<file path="src/design/ffa_pkg.sv">
package ffa_pkg;

  localparam int MAX_SEGMENTS = 32;
  localparam int IDX_W        = $clog2(MAX_SEGMENTS);
  localparam int CNT_W        = $clog2(MAX_SEGMENTS + 1);
  localparam int DATA_W       = 16;
  localparam int STATUS_W     = 3;
  localparam int CFG_IDX_W    = 1;

  localparam logic [DATA_W-1:0] HEAP_BASE_RST = 16'd1000;
  localparam logic [DATA_W-1:0] HEAP_SIZE_RST = 16'd24000;

  typedef enum logic [CFG_IDX_W-1:0] {
    REG_HEAP_BASE = 1'b0,
    REG_HEAP_SIZE = 1'b1
  } reg_idx_t;

  typedef enum logic {
    CMD_ALLOC = 1'b0,
    CMD_FREE  = 1'b1
  } cmd_code_t;

  typedef enum logic [STATUS_W-1:0] {
    ST_OK      = 3'd0,
    ST_FULL    = 3'd1,
    ST_RANGE   = 3'd2,
    ST_NOBLOCK = 3'd3,
    ST_ZERO    = 3'd4
  } status_t;

  typedef struct packed {
    logic [DATA_W-1:0] start;
    logic [DATA_W-1:0] len;
    logic              used;
  } seg_t;

  typedef enum logic [3:0] {
    OP_NONE,
    OP_ACCEPT,
    OP_INIT,
    OP_SCAN0,
    OP_SCAN,
    OP_SHUP0,
    OP_SHUP,
    OP_SPLIT,
    OP_MARK,
    OP_MERGE,
    OP_FREE_WR,
    OP_SHDN,
    OP_SHRINK,
    OP_RESULT
  } op_t;

  typedef struct packed {
    op_t     op;
    status_t code;
    logic    give_addr;
  } ctl_cmd_t;

  typedef struct packed {
    logic in_fire;
    logic table_ready;
    logic is_alloc;
    logic size_zero;
    logic range_bad;
    logic at_end;
    logic hit;
    logic exact;
    logic table_full;
    logic up_empty;
    logic up_last;
    logic rem_zero;
    logic dn_end;
    logic out_free;
  } dp_stat_t;

endpackage

</file>
<file path="src/design/ffa_in_if.sv">
interface ffa_in_if;
  logic                          valid;
  logic                          ready;
  logic                          command;
  logic [ffa_pkg::DATA_W-1:0]    request_size;
  logic [ffa_pkg::DATA_W-1:0]    address;

  modport source (output valid, command, request_size, address, input ready);
  modport sink   (input valid, command, request_size, address, output ready);
endinterface

</file>
<file path="src/design/ffa_out_if.sv">
interface ffa_out_if;
  logic                          valid;
  logic                          ready;
  logic [ffa_pkg::STATUS_W-1:0]  status;
  logic [ffa_pkg::DATA_W-1:0]    block_address;

  modport source (output valid, status, block_address, input ready);
  modport sink   (input valid, status, block_address, output ready);
endinterface

</file>
<file path="src/design/ffa_cfg_if.sv">
interface ffa_cfg_if;
  logic                          valid;
  logic                          ready;
  logic [ffa_pkg::CFG_IDX_W-1:0] index;
  logic [ffa_pkg::DATA_W-1:0]    data;

  modport source (output valid, index, data, input ready);
  modport sink   (input valid, index, data, output ready);
endinterface

</file>
<file path="src/design/ffa_ram.sv">
module ffa_ram #(
  parameter int WIDTH = 8,
  parameter int DEPTH = 32
) (
  input  logic                     clk,
  input  logic                     we,
  input  logic [$clog2(DEPTH)-1:0] waddr,
  input  logic [WIDTH-1:0]         wdata,
  input  logic [$clog2(DEPTH)-1:0] raddr,
  output logic [WIDTH-1:0]         rdata
);

  logic [WIDTH-1:0] mem_r [DEPTH];
  logic [WIDTH-1:0] rdata_r;

  always_ff @(posedge clk) begin
    if (we) begin
      mem_r[waddr] <= wdata;
    end
    rdata_r <= mem_r[raddr];
  end

  assign rdata = rdata_r;

endmodule

</file>
<file path="src/design/ffa_datapath.sv">
module ffa_datapath (
  input  logic              clk,
  input  logic              rst_n,
  ffa_in_if.sink            in_chan,
  ffa_out_if.source         out_chan,
  ffa_cfg_if.sink           cfg_chan,
  input  ffa_pkg::ctl_cmd_t cmd,
  output ffa_pkg::dp_stat_t st
);

  localparam int IW = ffa_pkg::IDX_W;
  localparam int CW = ffa_pkg::CNT_W;
  localparam int DW = ffa_pkg::DATA_W;

  // configuration
  logic [DW-1:0] base_r;
  logic [DW-1:0] size_r;
  logic [DW:0]   room;
  logic [DW-1:0] heap_len;

  // latched request
  ffa_pkg::cmd_code_t cmd_r;
  logic [DW-1:0]      req_size_r;
  logic [DW-1:0]      req_addr_r;

  // table control
  logic          ready_r;
  logic [CW-1:0] count_r;
  logic [CW-1:0] k_r;
  logic [CW-1:0] j_r;
  logic [CW-1:0] hidx_r;
  ffa_pkg::seg_t hit_r;
  ffa_pkg::seg_t prev_r;

  // merge result
  logic [CW-1:0] dst_r;
  logic [DW-1:0] dstart_r;
  logic [DW-1:0] mlen_r;
  logic [1:0]    rem_r;

  // output register
  logic                         out_valid_r;
  logic [ffa_pkg::STATUS_W-1:0] out_status_r;
  logic [DW-1:0]                out_addr_r;

  // table memory
  logic          we;
  logic [IW-1:0] waddr;
  logic [IW-1:0] raddr;
  ffa_pkg::seg_t wdata;
  ffa_pkg::seg_t rdata;
  logic [$bits(ffa_pkg::seg_t)-1:0] rdata_raw;

  logic          in_fire;
  logic          result_load;
  logic [CW-1:0] k_plus;
  logic [CW-1:0] j_plus;
  logic [CW-1:0] j_minus;
  logic [CW-1:0] count_m1;
  logic [CW-1:0] hidx_plus;
  logic [CW-1:0] src_first;
  logic          prev_free;
  logic          next_free;
  logic [DW-1:0] mlen;

  assign cfg_chan.ready = 1'b1;

  always_ff @(posedge clk) begin
    if (!rst_n) begin
      base_r <= ffa_pkg::HEAP_BASE_RST;
      size_r <= ffa_pkg::HEAP_SIZE_RST;
    end else if (cfg_chan.valid) begin
      unique case (ffa_pkg::reg_idx_t'(cfg_chan.index))
        ffa_pkg::REG_HEAP_BASE: base_r <= cfg_chan.data;
        ffa_pkg::REG_HEAP_SIZE: size_r <= cfg_chan.data;
      endcase
    end
  end

  // heap never runs past the top of the address space
  assign room     = {1'b1, {DW{1'b0}}} - {1'b0, base_r};
  assign heap_len = ({1'b0, size_r} < room) ? size_r : room[DW-1:0];

  assign in_chan.ready = (cmd.op == ffa_pkg::OP_ACCEPT);
  assign in_fire       = in_chan.ready && in_chan.valid;
  assign result_load   = (cmd.op == ffa_pkg::OP_RESULT) && st.out_free;

  assign k_plus    = k_r + CW'(1);
  assign j_plus    = j_r + CW'(1);
  assign j_minus   = j_r - CW'(1);
  assign count_m1  = count_r - CW'(1);
  assign hidx_plus = hidx_r + CW'(1);
  assign src_first = dst_r + CW'(1) + CW'(rem_r);

  assign prev_free = (hidx_r != '0) && !prev_r.used;
  assign next_free = (k_r < count_r) && !rdata.used;
  assign mlen      = hit_r.len + (prev_free ? prev_r.len : '0) + (next_free ? rdata.len : '0);

  always_comb begin
    we    = 1'b0;
    waddr = '0;
    wdata = '0;
    raddr = '0;
    unique case (cmd.op)
      ffa_pkg::OP_INIT: begin
        we    = 1'b1;
        wdata = '{start: base_r, len: heap_len, used: 1'b0};
      end
      ffa_pkg::OP_SCAN: raddr = k_plus[IW-1:0];
      ffa_pkg::OP_SHUP0: raddr = count_m1[IW-1:0];
      ffa_pkg::OP_SHUP: begin
        we    = 1'b1;
        waddr = j_plus[IW-1:0];
        wdata = rdata;
        raddr = j_minus[IW-1:0];
      end
      ffa_pkg::OP_SPLIT: begin
        we    = 1'b1;
        waddr = hidx_plus[IW-1:0];
        wdata = '{start: hit_r.start + req_size_r, len: hit_r.len - req_size_r, used: 1'b0};
      end
      ffa_pkg::OP_MARK: begin
        we    = 1'b1;
        waddr = hidx_r[IW-1:0];
        wdata = '{start: hit_r.start, len: req_size_r, used: 1'b1};
      end
      ffa_pkg::OP_FREE_WR: begin
        we    = 1'b1;
        waddr = dst_r[IW-1:0];
        wdata = '{start: dstart_r, len: mlen_r, used: 1'b0};
        raddr = src_first[IW-1:0];
      end
      ffa_pkg::OP_SHDN: begin
        we    = 1'b1;
        waddr = IW'(j_r - CW'(rem_r));
        wdata = rdata;
        raddr = j_plus[IW-1:0];
      end
      default: ;
    endcase
  end

  ffa_ram #(
    .WIDTH ($bits(ffa_pkg::seg_t)),
    .DEPTH (ffa_pkg::MAX_SEGMENTS)
  ) u_table (
    .clk   (clk),
    .we    (we),
    .waddr (waddr),
    .wdata (wdata),
    .raddr (raddr),
    .rdata (rdata_raw)
  );

  assign rdata = ffa_pkg::seg_t'(rdata_raw);

  always_ff @(posedge clk) begin
    if (!rst_n) begin
      ready_r     <= 1'b0;
      count_r     <= '0;
      out_valid_r <= 1'b0;
    end else begin
      unique case (cmd.op)
        ffa_pkg::OP_INIT: begin
          ready_r <= 1'b1;
          count_r <= CW'(1);
        end
        ffa_pkg::OP_SPLIT:  count_r <= count_r + CW'(1);
        ffa_pkg::OP_SHRINK: count_r <= count_r - CW'(rem_r);
        default: ;
      endcase
      if (result_load) begin
        out_valid_r <= 1'b1;
      end else if (out_chan.ready) begin
        out_valid_r <= 1'b0;
      end
    end
  end

  always_ff @(posedge clk) begin
    if (in_fire) begin
      cmd_r      <= ffa_pkg::cmd_code_t'(in_chan.command);
      req_size_r <= in_chan.request_size;
      req_addr_r <= in_chan.address;
    end
    unique case (cmd.op)
      ffa_pkg::OP_SCAN0: k_r <= '0;
      ffa_pkg::OP_SCAN: begin
        // hit_r trails the read by one entry, prev_r by two
        k_r    <= k_plus;
        hit_r  <= rdata;
        prev_r <= hit_r;
        hidx_r <= k_r;
      end
      ffa_pkg::OP_SHUP0: j_r <= count_m1;
      ffa_pkg::OP_SHUP:  j_r <= j_minus;
      ffa_pkg::OP_MERGE: begin
        dst_r    <= prev_free ? hidx_r - CW'(1) : hidx_r;
        dstart_r <= prev_free ? prev_r.start : hit_r.start;
        mlen_r   <= mlen;
        rem_r    <= {1'b0, prev_free} + {1'b0, next_free};
      end
      ffa_pkg::OP_FREE_WR: j_r <= src_first;
      ffa_pkg::OP_SHDN:    j_r <= j_plus;
      default: ;
    endcase
    if (result_load) begin
      out_status_r <= cmd.code;
      out_addr_r   <= cmd.give_addr ? hit_r.start : '0;
    end
  end

  assign out_chan.valid         = out_valid_r;
  assign out_chan.status        = out_status_r;
  assign out_chan.block_address = out_addr_r;

  assign st.in_fire     = in_fire;
  assign st.table_ready = ready_r;
  assign st.is_alloc    = (cmd_r == ffa_pkg::CMD_ALLOC);
  assign st.size_zero   = (req_size_r == '0);
  assign st.range_bad   = (heap_len == '0) || (req_addr_r < base_r) ||
                          ((req_addr_r - base_r) >= heap_len);
  assign st.at_end      = (k_r >= count_r);
  assign st.hit         = st.is_alloc ? (!rdata.used && (rdata.len >= req_size_r))
                                      : (rdata.used && (rdata.start == req_addr_r));
  assign st.exact       = (hit_r.len == req_size_r);
  assign st.table_full  = (count_r == CW'(ffa_pkg::MAX_SEGMENTS));
  assign st.up_empty    = (count_r == hidx_plus);
  assign st.up_last     = (j_r == hidx_plus);
  assign st.rem_zero    = (rem_r == '0);
  assign st.dn_end      = (j_r >= count_r);
  assign st.out_free    = !out_valid_r || out_chan.ready;

endmodule

</file>
<file path="src/design/ffa_ctrl.sv">
module ffa_ctrl (
  input  logic              clk,
  input  logic              rst_n,
  input  ffa_pkg::dp_stat_t st,
  output ffa_pkg::ctl_cmd_t cmd
);

  typedef enum logic [3:0] {
    S_IDLE,
    S_INIT,
    S_DISPATCH,
    S_SCAN0,
    S_SCAN,
    S_ALLOC_CHK,
    S_SHUP0,
    S_SHUP,
    S_SPLIT,
    S_MARK,
    S_FREE_MRG,
    S_FREE_WR,
    S_SHDN,
    S_DONE
  } state_t;

  state_t           state_r, state_nxt;
  ffa_pkg::status_t code_r, code_nxt;
  logic             give_addr_r, give_addr_nxt;
  ffa_pkg::op_t     op;

  always_comb begin
    state_nxt     = state_r;
    code_nxt      = code_r;
    give_addr_nxt = give_addr_r;
    op            = ffa_pkg::OP_NONE;
    unique case (state_r)
      S_IDLE: begin
        op = ffa_pkg::OP_ACCEPT;
        if (st.in_fire) begin
          state_nxt     = st.table_ready ? S_DISPATCH : S_INIT;
          give_addr_nxt = 1'b0;
        end
      end
      S_INIT: begin
        op        = ffa_pkg::OP_INIT;
        state_nxt = S_DISPATCH;
      end
      S_DISPATCH: begin
        if (st.is_alloc && st.size_zero) begin
          code_nxt  = ffa_pkg::ST_ZERO;
          state_nxt = S_DONE;
        end else if (!st.is_alloc && st.range_bad) begin
          code_nxt  = ffa_pkg::ST_RANGE;
          state_nxt = S_DONE;
        end else begin
          state_nxt = S_SCAN0;
        end
      end
      S_SCAN0: begin
        op        = ffa_pkg::OP_SCAN0;
        state_nxt = S_SCAN;
      end
      S_SCAN: begin
        if (st.at_end) begin
          code_nxt  = st.is_alloc ? ffa_pkg::ST_FULL : ffa_pkg::ST_NOBLOCK;
          state_nxt = S_DONE;
        end else begin
          op = ffa_pkg::OP_SCAN;
          if (st.hit) begin
            state_nxt = st.is_alloc ? S_ALLOC_CHK : S_FREE_MRG;
          end
        end
      end
      S_ALLOC_CHK: begin
        priority if (st.exact) begin
          state_nxt = S_MARK;
        end else if (st.table_full) begin
          code_nxt  = ffa_pkg::ST_FULL;
          state_nxt = S_DONE;
        end else begin
          state_nxt = S_SHUP0;
        end
      end
      S_SHUP0: begin
        op        = ffa_pkg::OP_SHUP0;
        state_nxt = st.up_empty ? S_SPLIT : S_SHUP;
      end
      S_SHUP: begin
        op = ffa_pkg::OP_SHUP;
        if (st.up_last) begin
          state_nxt = S_SPLIT;
        end
      end
      S_SPLIT: begin
        op        = ffa_pkg::OP_SPLIT;
        state_nxt = S_MARK;
      end
      S_MARK: begin
        op            = ffa_pkg::OP_MARK;
        code_nxt      = ffa_pkg::ST_OK;
        give_addr_nxt = 1'b1;
        state_nxt     = S_DONE;
      end
      S_FREE_MRG: begin
        op        = ffa_pkg::OP_MERGE;
        state_nxt = S_FREE_WR;
      end
      S_FREE_WR: begin
        op       = ffa_pkg::OP_FREE_WR;
        code_nxt = ffa_pkg::ST_OK;
        // nothing merged: no entries to close up
        state_nxt = st.rem_zero ? S_DONE : S_SHDN;
      end
      S_SHDN: begin
        if (st.dn_end) begin
          op        = ffa_pkg::OP_SHRINK;
          state_nxt = S_DONE;
        end else begin
          op = ffa_pkg::OP_SHDN;
        end
      end
      S_DONE: begin
        op = ffa_pkg::OP_RESULT;
        if (st.out_free) begin
          state_nxt = S_IDLE;
        end
      end
      default: state_nxt = S_IDLE;
    endcase
  end

  always_ff @(posedge clk) begin
    if (!rst_n) begin
      state_r     <= S_IDLE;
      code_r      <= ffa_pkg::ST_OK;
      give_addr_r <= 1'b0;
    end else begin
      state_r     <= state_nxt;
      code_r      <= code_nxt;
      give_addr_r <= give_addr_nxt;
    end
  end

  assign cmd = '{op: op, code: code_r, give_addr: give_addr_r};

endmodule

</file>
<file path="src/design/first_fit_heap_allocator_unit.sv">
// Zero-size alloc and out-of-range free requests are answered without a table scan.
// One request at a time; the next is taken the cycle after the result is registered.
// The segment table has separate read and write ports; one entry is scanned or moved per cycle.
// Synchronous active-low reset restores heap_base/heap_size; the table is rebuilt
// as one free segment on the first request after reset.
module first_fit_heap_allocator_unit (
  input  logic      clk,
  input  logic      rst_n,
  ffa_in_if.sink    in_chan,
  ffa_out_if.source out_chan,
  ffa_cfg_if.sink   cfg_chan
);

  ffa_pkg::ctl_cmd_t cmd;
  ffa_pkg::dp_stat_t st;

  ffa_ctrl u_ctrl (
    .clk   (clk),
    .rst_n (rst_n),
    .st    (st),
    .cmd   (cmd)
  );

  ffa_datapath u_dp (
    .clk      (clk),
    .rst_n    (rst_n),
    .in_chan  (in_chan),
    .out_chan (out_chan),
    .cfg_chan (cfg_chan),
    .cmd      (cmd),
    .st       (st)
  );

  a_one_in_flight: assert property (@(posedge clk) disable iff (!rst_n)
    st.in_fire |=> !in_chan.ready)
    else $error("request accepted while previous one still in work");

  a_split_room: assert property (@(posedge clk) disable iff (!rst_n)
    (cmd.op == ffa_pkg::OP_SPLIT) |-> !st.table_full)
    else $error("segment split with full table");

  a_addr_on_fail: assert property (@(posedge clk) disable iff (!rst_n)
    (out_chan.valid && (out_chan.status != ffa_pkg::ST_OK)) |-> (out_chan.block_address == '0))
    else $error("nonzero block address on failed request");

endmodule
</file>
<file path="src/flat_wrapper.sv">
// flat-port wrapper written by rule: the top's interface ports become plain ports
module first_fit_heap_allocator_unit_flat 
  (clk, rst_n, in_chan_valid, in_chan_command, in_chan_request_size, in_chan_address, in_chan_ready, out_chan_valid, out_chan_status, out_chan_block_address, out_chan_ready, cfg_chan_valid, cfg_chan_index, cfg_chan_data, cfg_chan_ready);
  ffa_in_if in_chan_i ();
  ffa_out_if out_chan_i ();
  ffa_cfg_if cfg_chan_i ();
  input  logic clk;
  input  logic rst_n;
  input wire logic [$bits(in_chan_i.valid)-1:0] in_chan_valid;
  input wire logic [$bits(in_chan_i.command)-1:0] in_chan_command;
  input wire logic [$bits(in_chan_i.request_size)-1:0] in_chan_request_size;
  input wire logic [$bits(in_chan_i.address)-1:0] in_chan_address;
  output wire logic [$bits(in_chan_i.ready)-1:0] in_chan_ready;
  output wire logic [$bits(out_chan_i.valid)-1:0] out_chan_valid;
  output wire logic [$bits(out_chan_i.status)-1:0] out_chan_status;
  output wire logic [$bits(out_chan_i.block_address)-1:0] out_chan_block_address;
  input wire logic [$bits(out_chan_i.ready)-1:0] out_chan_ready;
  input wire logic [$bits(cfg_chan_i.valid)-1:0] cfg_chan_valid;
  input wire logic [$bits(cfg_chan_i.index)-1:0] cfg_chan_index;
  input wire logic [$bits(cfg_chan_i.data)-1:0] cfg_chan_data;
  output wire logic [$bits(cfg_chan_i.ready)-1:0] cfg_chan_ready;
  assign in_chan_i.valid = in_chan_valid;
  assign in_chan_i.command = in_chan_command;
  assign in_chan_i.request_size = in_chan_request_size;
  assign in_chan_i.address = in_chan_address;
  assign in_chan_ready = in_chan_i.ready;
  assign out_chan_valid = out_chan_i.valid;
  assign out_chan_status = out_chan_i.status;
  assign out_chan_block_address = out_chan_i.block_address;
  assign out_chan_i.ready = out_chan_ready;
  assign cfg_chan_i.valid = cfg_chan_valid;
  assign cfg_chan_i.index = cfg_chan_index;
  assign cfg_chan_i.data = cfg_chan_data;
  assign cfg_chan_ready = cfg_chan_i.ready;
  first_fit_heap_allocator_unit u_core (.clk(clk), .rst_n(rst_n), .in_chan(in_chan_i), .out_chan(out_chan_i), .cfg_chan(cfg_chan_i));
endmodule
</file>
<file path="config.mk">
export PLATFORM = sky130hd
export DESIGN_NAME = first_fit_heap_allocator_unit_flat
export DESIGN_NICKNAME = d
export VERILOG_FILES = /design/src/design/ffa_pkg.sv /design/src/design/ffa_in_if.sv /design/src/design/ffa_out_if.sv /design/src/design/ffa_cfg_if.sv /design/src/design/ffa_ram.sv /design/src/design/ffa_datapath.sv /design/src/design/ffa_ctrl.sv /design/src/design/first_fit_heap_allocator_unit.sv /design/src/flat_wrapper.sv
export SDC_FILE = /design/constraint.sdc
export NUM_CORES = 2
export LEC_CHECK = 0
export BUFFER_PORTS_ARGS = -buffer_cell sky130_fd_sc_hd__buf_2
export CORE_MARGIN = 1.5
export CORE_UTILIZATION = 55
export DETAILED_ROUTE_END_ITERATION = 8
export GPL_TIMING_DRIVEN = 1
export MAX_ROUTING_LAYER = met4
export PLACE_DENSITY = 0.69
export SLEW_MARGIN = 10
export SYNTH_ARGS = -nofsm -noshare
export SYNTH_HDL_FRONTEND = slang
export SYNTH_SLANG_ARGS = --single-unit
</file>
<file path="constraint.sdc">
create_clock -name clk -period 7.8 [get_ports clk]
set_input_delay 1.56 -clock clk [delete_from_list [all_inputs] [get_ports clk]]
set_output_delay 1.56 -clock clk [all_outputs]
set_load 0.01 [all_outputs]
</file>
==> metrics.md <==
| Metric | Value |
|---|---|
| Pin count of the biggest net entering global routing | 141 |
| Clk_skew | 0.04944 ns |
| Flop and latch count out of synthesis | 1,313 |
| Final worst slack | 1.758 ns |
| Worst min-delay path category | register to register |
| Setup TNS | 0 ns |
| GRT overflow | 0 |
| CTS hold repair buffers | 0 |
| Worst vdd ir | 218.1 uV |
| Initial Util | 0.5577 |
| N_diodes | 0 |
| Top_reg_cell synth | edfxtp_1 |
| Clock slew seen by the registers of the worst setup and hold paths | 0.06 ns |
| Pwr Density | 298.8 nW/um^2 |
| RSZ-0062 raised after global routing | no |
| Worst EP arrival | 6.66 ns |
| Sequential fraction of the synthesis area | 0.6767 |
| Final Cycle Share | 0.7746 |
| Most common cell after layout, fill and taps aside | edfxtp_1 |
| Launching point of the worst reg2reg path | u_core.u_dp.base_r[2] |
| Min Tclk post-route | 6.042 ns |
| I/O Buffers | 75 |
| F_max | 165.5 MHz |
| Num CTS Buffers | 136 |
| Detailed-route DRC error count | 2 |
| GRT Total Usage | 0.3249 |
| Multi-input logic area | 17,760 um^2 |
| Setup CP Type | register to register |
| Cells after Synth | 4,120 |
| Ports | 77 |
| R2R Setup Slk | 1.76 ns |
| Yosys warns | 0 |
| Max cap viols | 0 |
| Setup bufs post-CTS | 0 |
| Status | finished, violations left |
| Worst EP required | 8.42 ns |
| Die Span Y | 325.1 um |
| Share of cells above drive strength 1 | 0.1080 |
| Via-to-Cell Ratio | 6.399 |
| Fill count | 7,635 |
| RD Place Congestion | 0.9707 |
| Antenna Nets Post-Route | 0 |
| Vias in the first global route | 34,557 |
| Crit end category | register |
| CTS tree | built |
| Die W | 325.1 um |
| Most frequent cells in the layout | 1,232 x edfxtp_1, 556 x nand2_1, 373 x mux2i_1 |
| DP HPWL | 104.7 mm |
| Async S/R FF share, synth | 0 |
| Measured slew at the worst slew-check pin | 1.291 ns |
| Max_slew headroom | 0.1390 |
| Static Leakage | 24.37 nW |
| Worst hold slack | 0.4217 ns |
| Skew-Pair Late Insertion Delay | 0.77 ns |
| Final cell count without fillers | 5,693 |
| Place WS | 1.825 ns |
| Worst setup path start | u_core.u_dp.base_r[2] |
| H-Tree Depth | 4 |
| Vias | 36,427 |
| Max Root-Sink Buffers | 3 |
| Placed Cells | 5,448 |
| # nets final | 4,431 |
| WL final | 167.5 mm |
| Setup violations, final | 0 |
| Worst Reg2Reg Path Length in Cells | 22 |
| CP startpoint kind | register |
| Clock net sink count | 1,313 |
| FF-to-FF End | u_core.u_ctrl.state_r[2] |
| DR pass1 iterations | 9 |
| Fin. max-slew vios | 0 |
| Num rows | 117 |
| Root Driver | clkbuf_16 |
| Initial DRC count | 4,889 |
| Cell area after synthesis | 57,070 um^2 |
| Violated checks | DRC |
| Die area | 105,700 um^2 |
| Setup crit end | u_core.u_ctrl.state_r[2] |
| DR WL/cell | 29.42 um |
| CP max FO | 32 |
| Core area | 102,300 um^2 |
| Storage cell area | 38,620 um^2 |
| Area growth syn-to-layout | 11.96% |
| Yosys cell types | 74 |
| Fin. Hold Viols | 0 |
| EDFF count, synth | 1,232 |
| Cts repair resizes | 0 |
| Mean post-synth cell area | 13.85 um^2 |
| Syn Nets | 4,333 |
| First-pass GRT wire length | 241.5 mm |
| Initial antenna violation count | 7 |
## area by class of cell
cell class / instances / share of cell area
tap: 1368 / 0.02679
inverter: 85 / 0.005013
clock inverter: 63 / 0.008400
multi-input combinational: 2506 / 0.2779
sequential: 1313 / 0.6044
timing repair buffer: 176 / 0.01962
clock buffer: 182 / 0.05790
## critical path, stage by stage, from the launching register on
cell and delay (ns):
dfxtp_1 0.39, nor4_4 0.55, nand3_1 0.34, nor4_1 0.38, xnor2_1 0.26, ha_1 0.32
a21o_1 0.18, a21oi_1 0.14, o21ai_0 0.13, o31ai_1 0.15, o31a_4 0.46, nor2_1 0.09
a21oi_1 0.27, ha_1 0.31, a21o_1 0.18, a21o_1 0.16, a21oi_1 0.16, o211ai_1 0.16
a41oi_1 0.20, mux2i_1 0.10, a211o_1 0.42, a2111o_1 0.45, o311a_1 0.13
## layer usage
metal	up-vias	wire length, um	share of wire	track usage
met4	0	5738	0.034	0.1067
met2	1940	79120	0.47	0.5045
met3	322	14800	0.088	0.04927
met1	18229	67850	0.41	0.4424
met5	-	0	0	-
li1	15936	-	-	-
## cells in the mapped netlist (24+ instances only)
cell type	count	area share
a21oi_1	84	0.0074
nand2_1	557	0.037
and2_1	61	0.0067
edfxtp_1	1232	0.65
nor4_1	47	0.0052
a21boi_0	25	0.0033
nand2b_1	24	0.0026
inv_1	84	0.0055
o2111ai_1	37	0.0057
dfxtp_1	81	0.028
a32oi_1	35	0.0054
clkbuf_1	143	0.0094
a221oi_1	138	0.021
a21o_1	35	0.0046
xor2_1	47	0.0072
mux2i_1	373	0.065
nor3_1	34	0.0030
buf_2	52	0.0046
o21ai_0	80	0.0070
nand3_1	308	0.027
ha_1	136	0.030
xnor2_1	80	0.012
nor2_1	131	0.0086
## flip-flops by register name, indices dropped and copies added, names as in the netlist, 2 cells and up
signal	flops
u_core.u_dp.hidx_r	6
u_core.u_ctrl.code_r	3
u_core.u_dp.out_chan.block_address	16
u_core.u_dp.rem_r	2
u_core.u_dp.k_r	6
u_core.u_dp.dst_r	6
u_core.u_dp.j_r	6
u_core.u_dp.hit_r	33
u_core.u_dp.count_r	6
u_core.u_dp.mlen_r	16
u_core.u_dp.req_addr_r	16
u_core.u_dp.dstart_r	16
u_core.u_dp.req_size_r	16
u_core.u_dp.prev_r	33
u_core.u_dp.u_table.mem_r	1056
u_core.u_dp.out_chan.status	3
u_core.u_dp.base_r	16
u_core.u_ctrl.state_r	4
u_core.u_dp.size_r	16
u_core.u_dp.u_table.rdata	33
## power breakdown
part           leakage, nW  internal (W)  switching, W
clock                 2.08       0.00349       0.00271
sequential            12.0       0.00870      0.000515
combinational         10.3       0.00115       0.00252
total                 24.4        0.0133       0.00575
## per-stage QoR
stage | power (W) | util | area [um^2]
floorplan | 0.01125 | - | 57070
global placement | 0.01287 | 0.5828 | 59630
detailed placement | 0.01294 | 0.5830 | 59660
CTS | 0.01907 | 0.6244 | 63900
global route | 0.01972 | 0.6244 | 63900
finish | 0.01909 | 0.6244 | 63900
## cells by family after synthesis
kind of cell | after synthesis | share of synthesized area
AOI/OAI and AO/OA | 589 | 0.07684
buffers and inverters | 301 | 0.02100
and+or+nand+nor | 1238 | 0.09897
adders and majority gates | 158 | 0.03753
muxes | 393 | 0.06943
xor gates and xnor gates | 127 | 0.01949
DFF | 1313 | 0.6767
other | 1 | 0.00006571
## how the worst min path moves through the flow
stage | to | start | cells past startpoint
floorplan | u_core.u_dp.prev_r[0] | u_core.u_dp.hit_r[0] | 0
global placement | u_core.u_dp.prev_r[0] | u_core.u_dp.hit_r[0] | 0
detailed placement | u_core.u_dp.prev_r[0] | u_core.u_dp.hit_r[0] | 0
CTS | u_core.u_dp.prev_r[0] | u_core.u_dp.hit_r[0] | 0
global route | u_core.u_dp.prev_r[0] | u_core.u_dp.hit_r[0] | 0
finish | u_core.u_dp.prev_r[0] | u_core.u_dp.hit_r[0] | 0
Note: power is estimated with default switching activity, not from simulation.
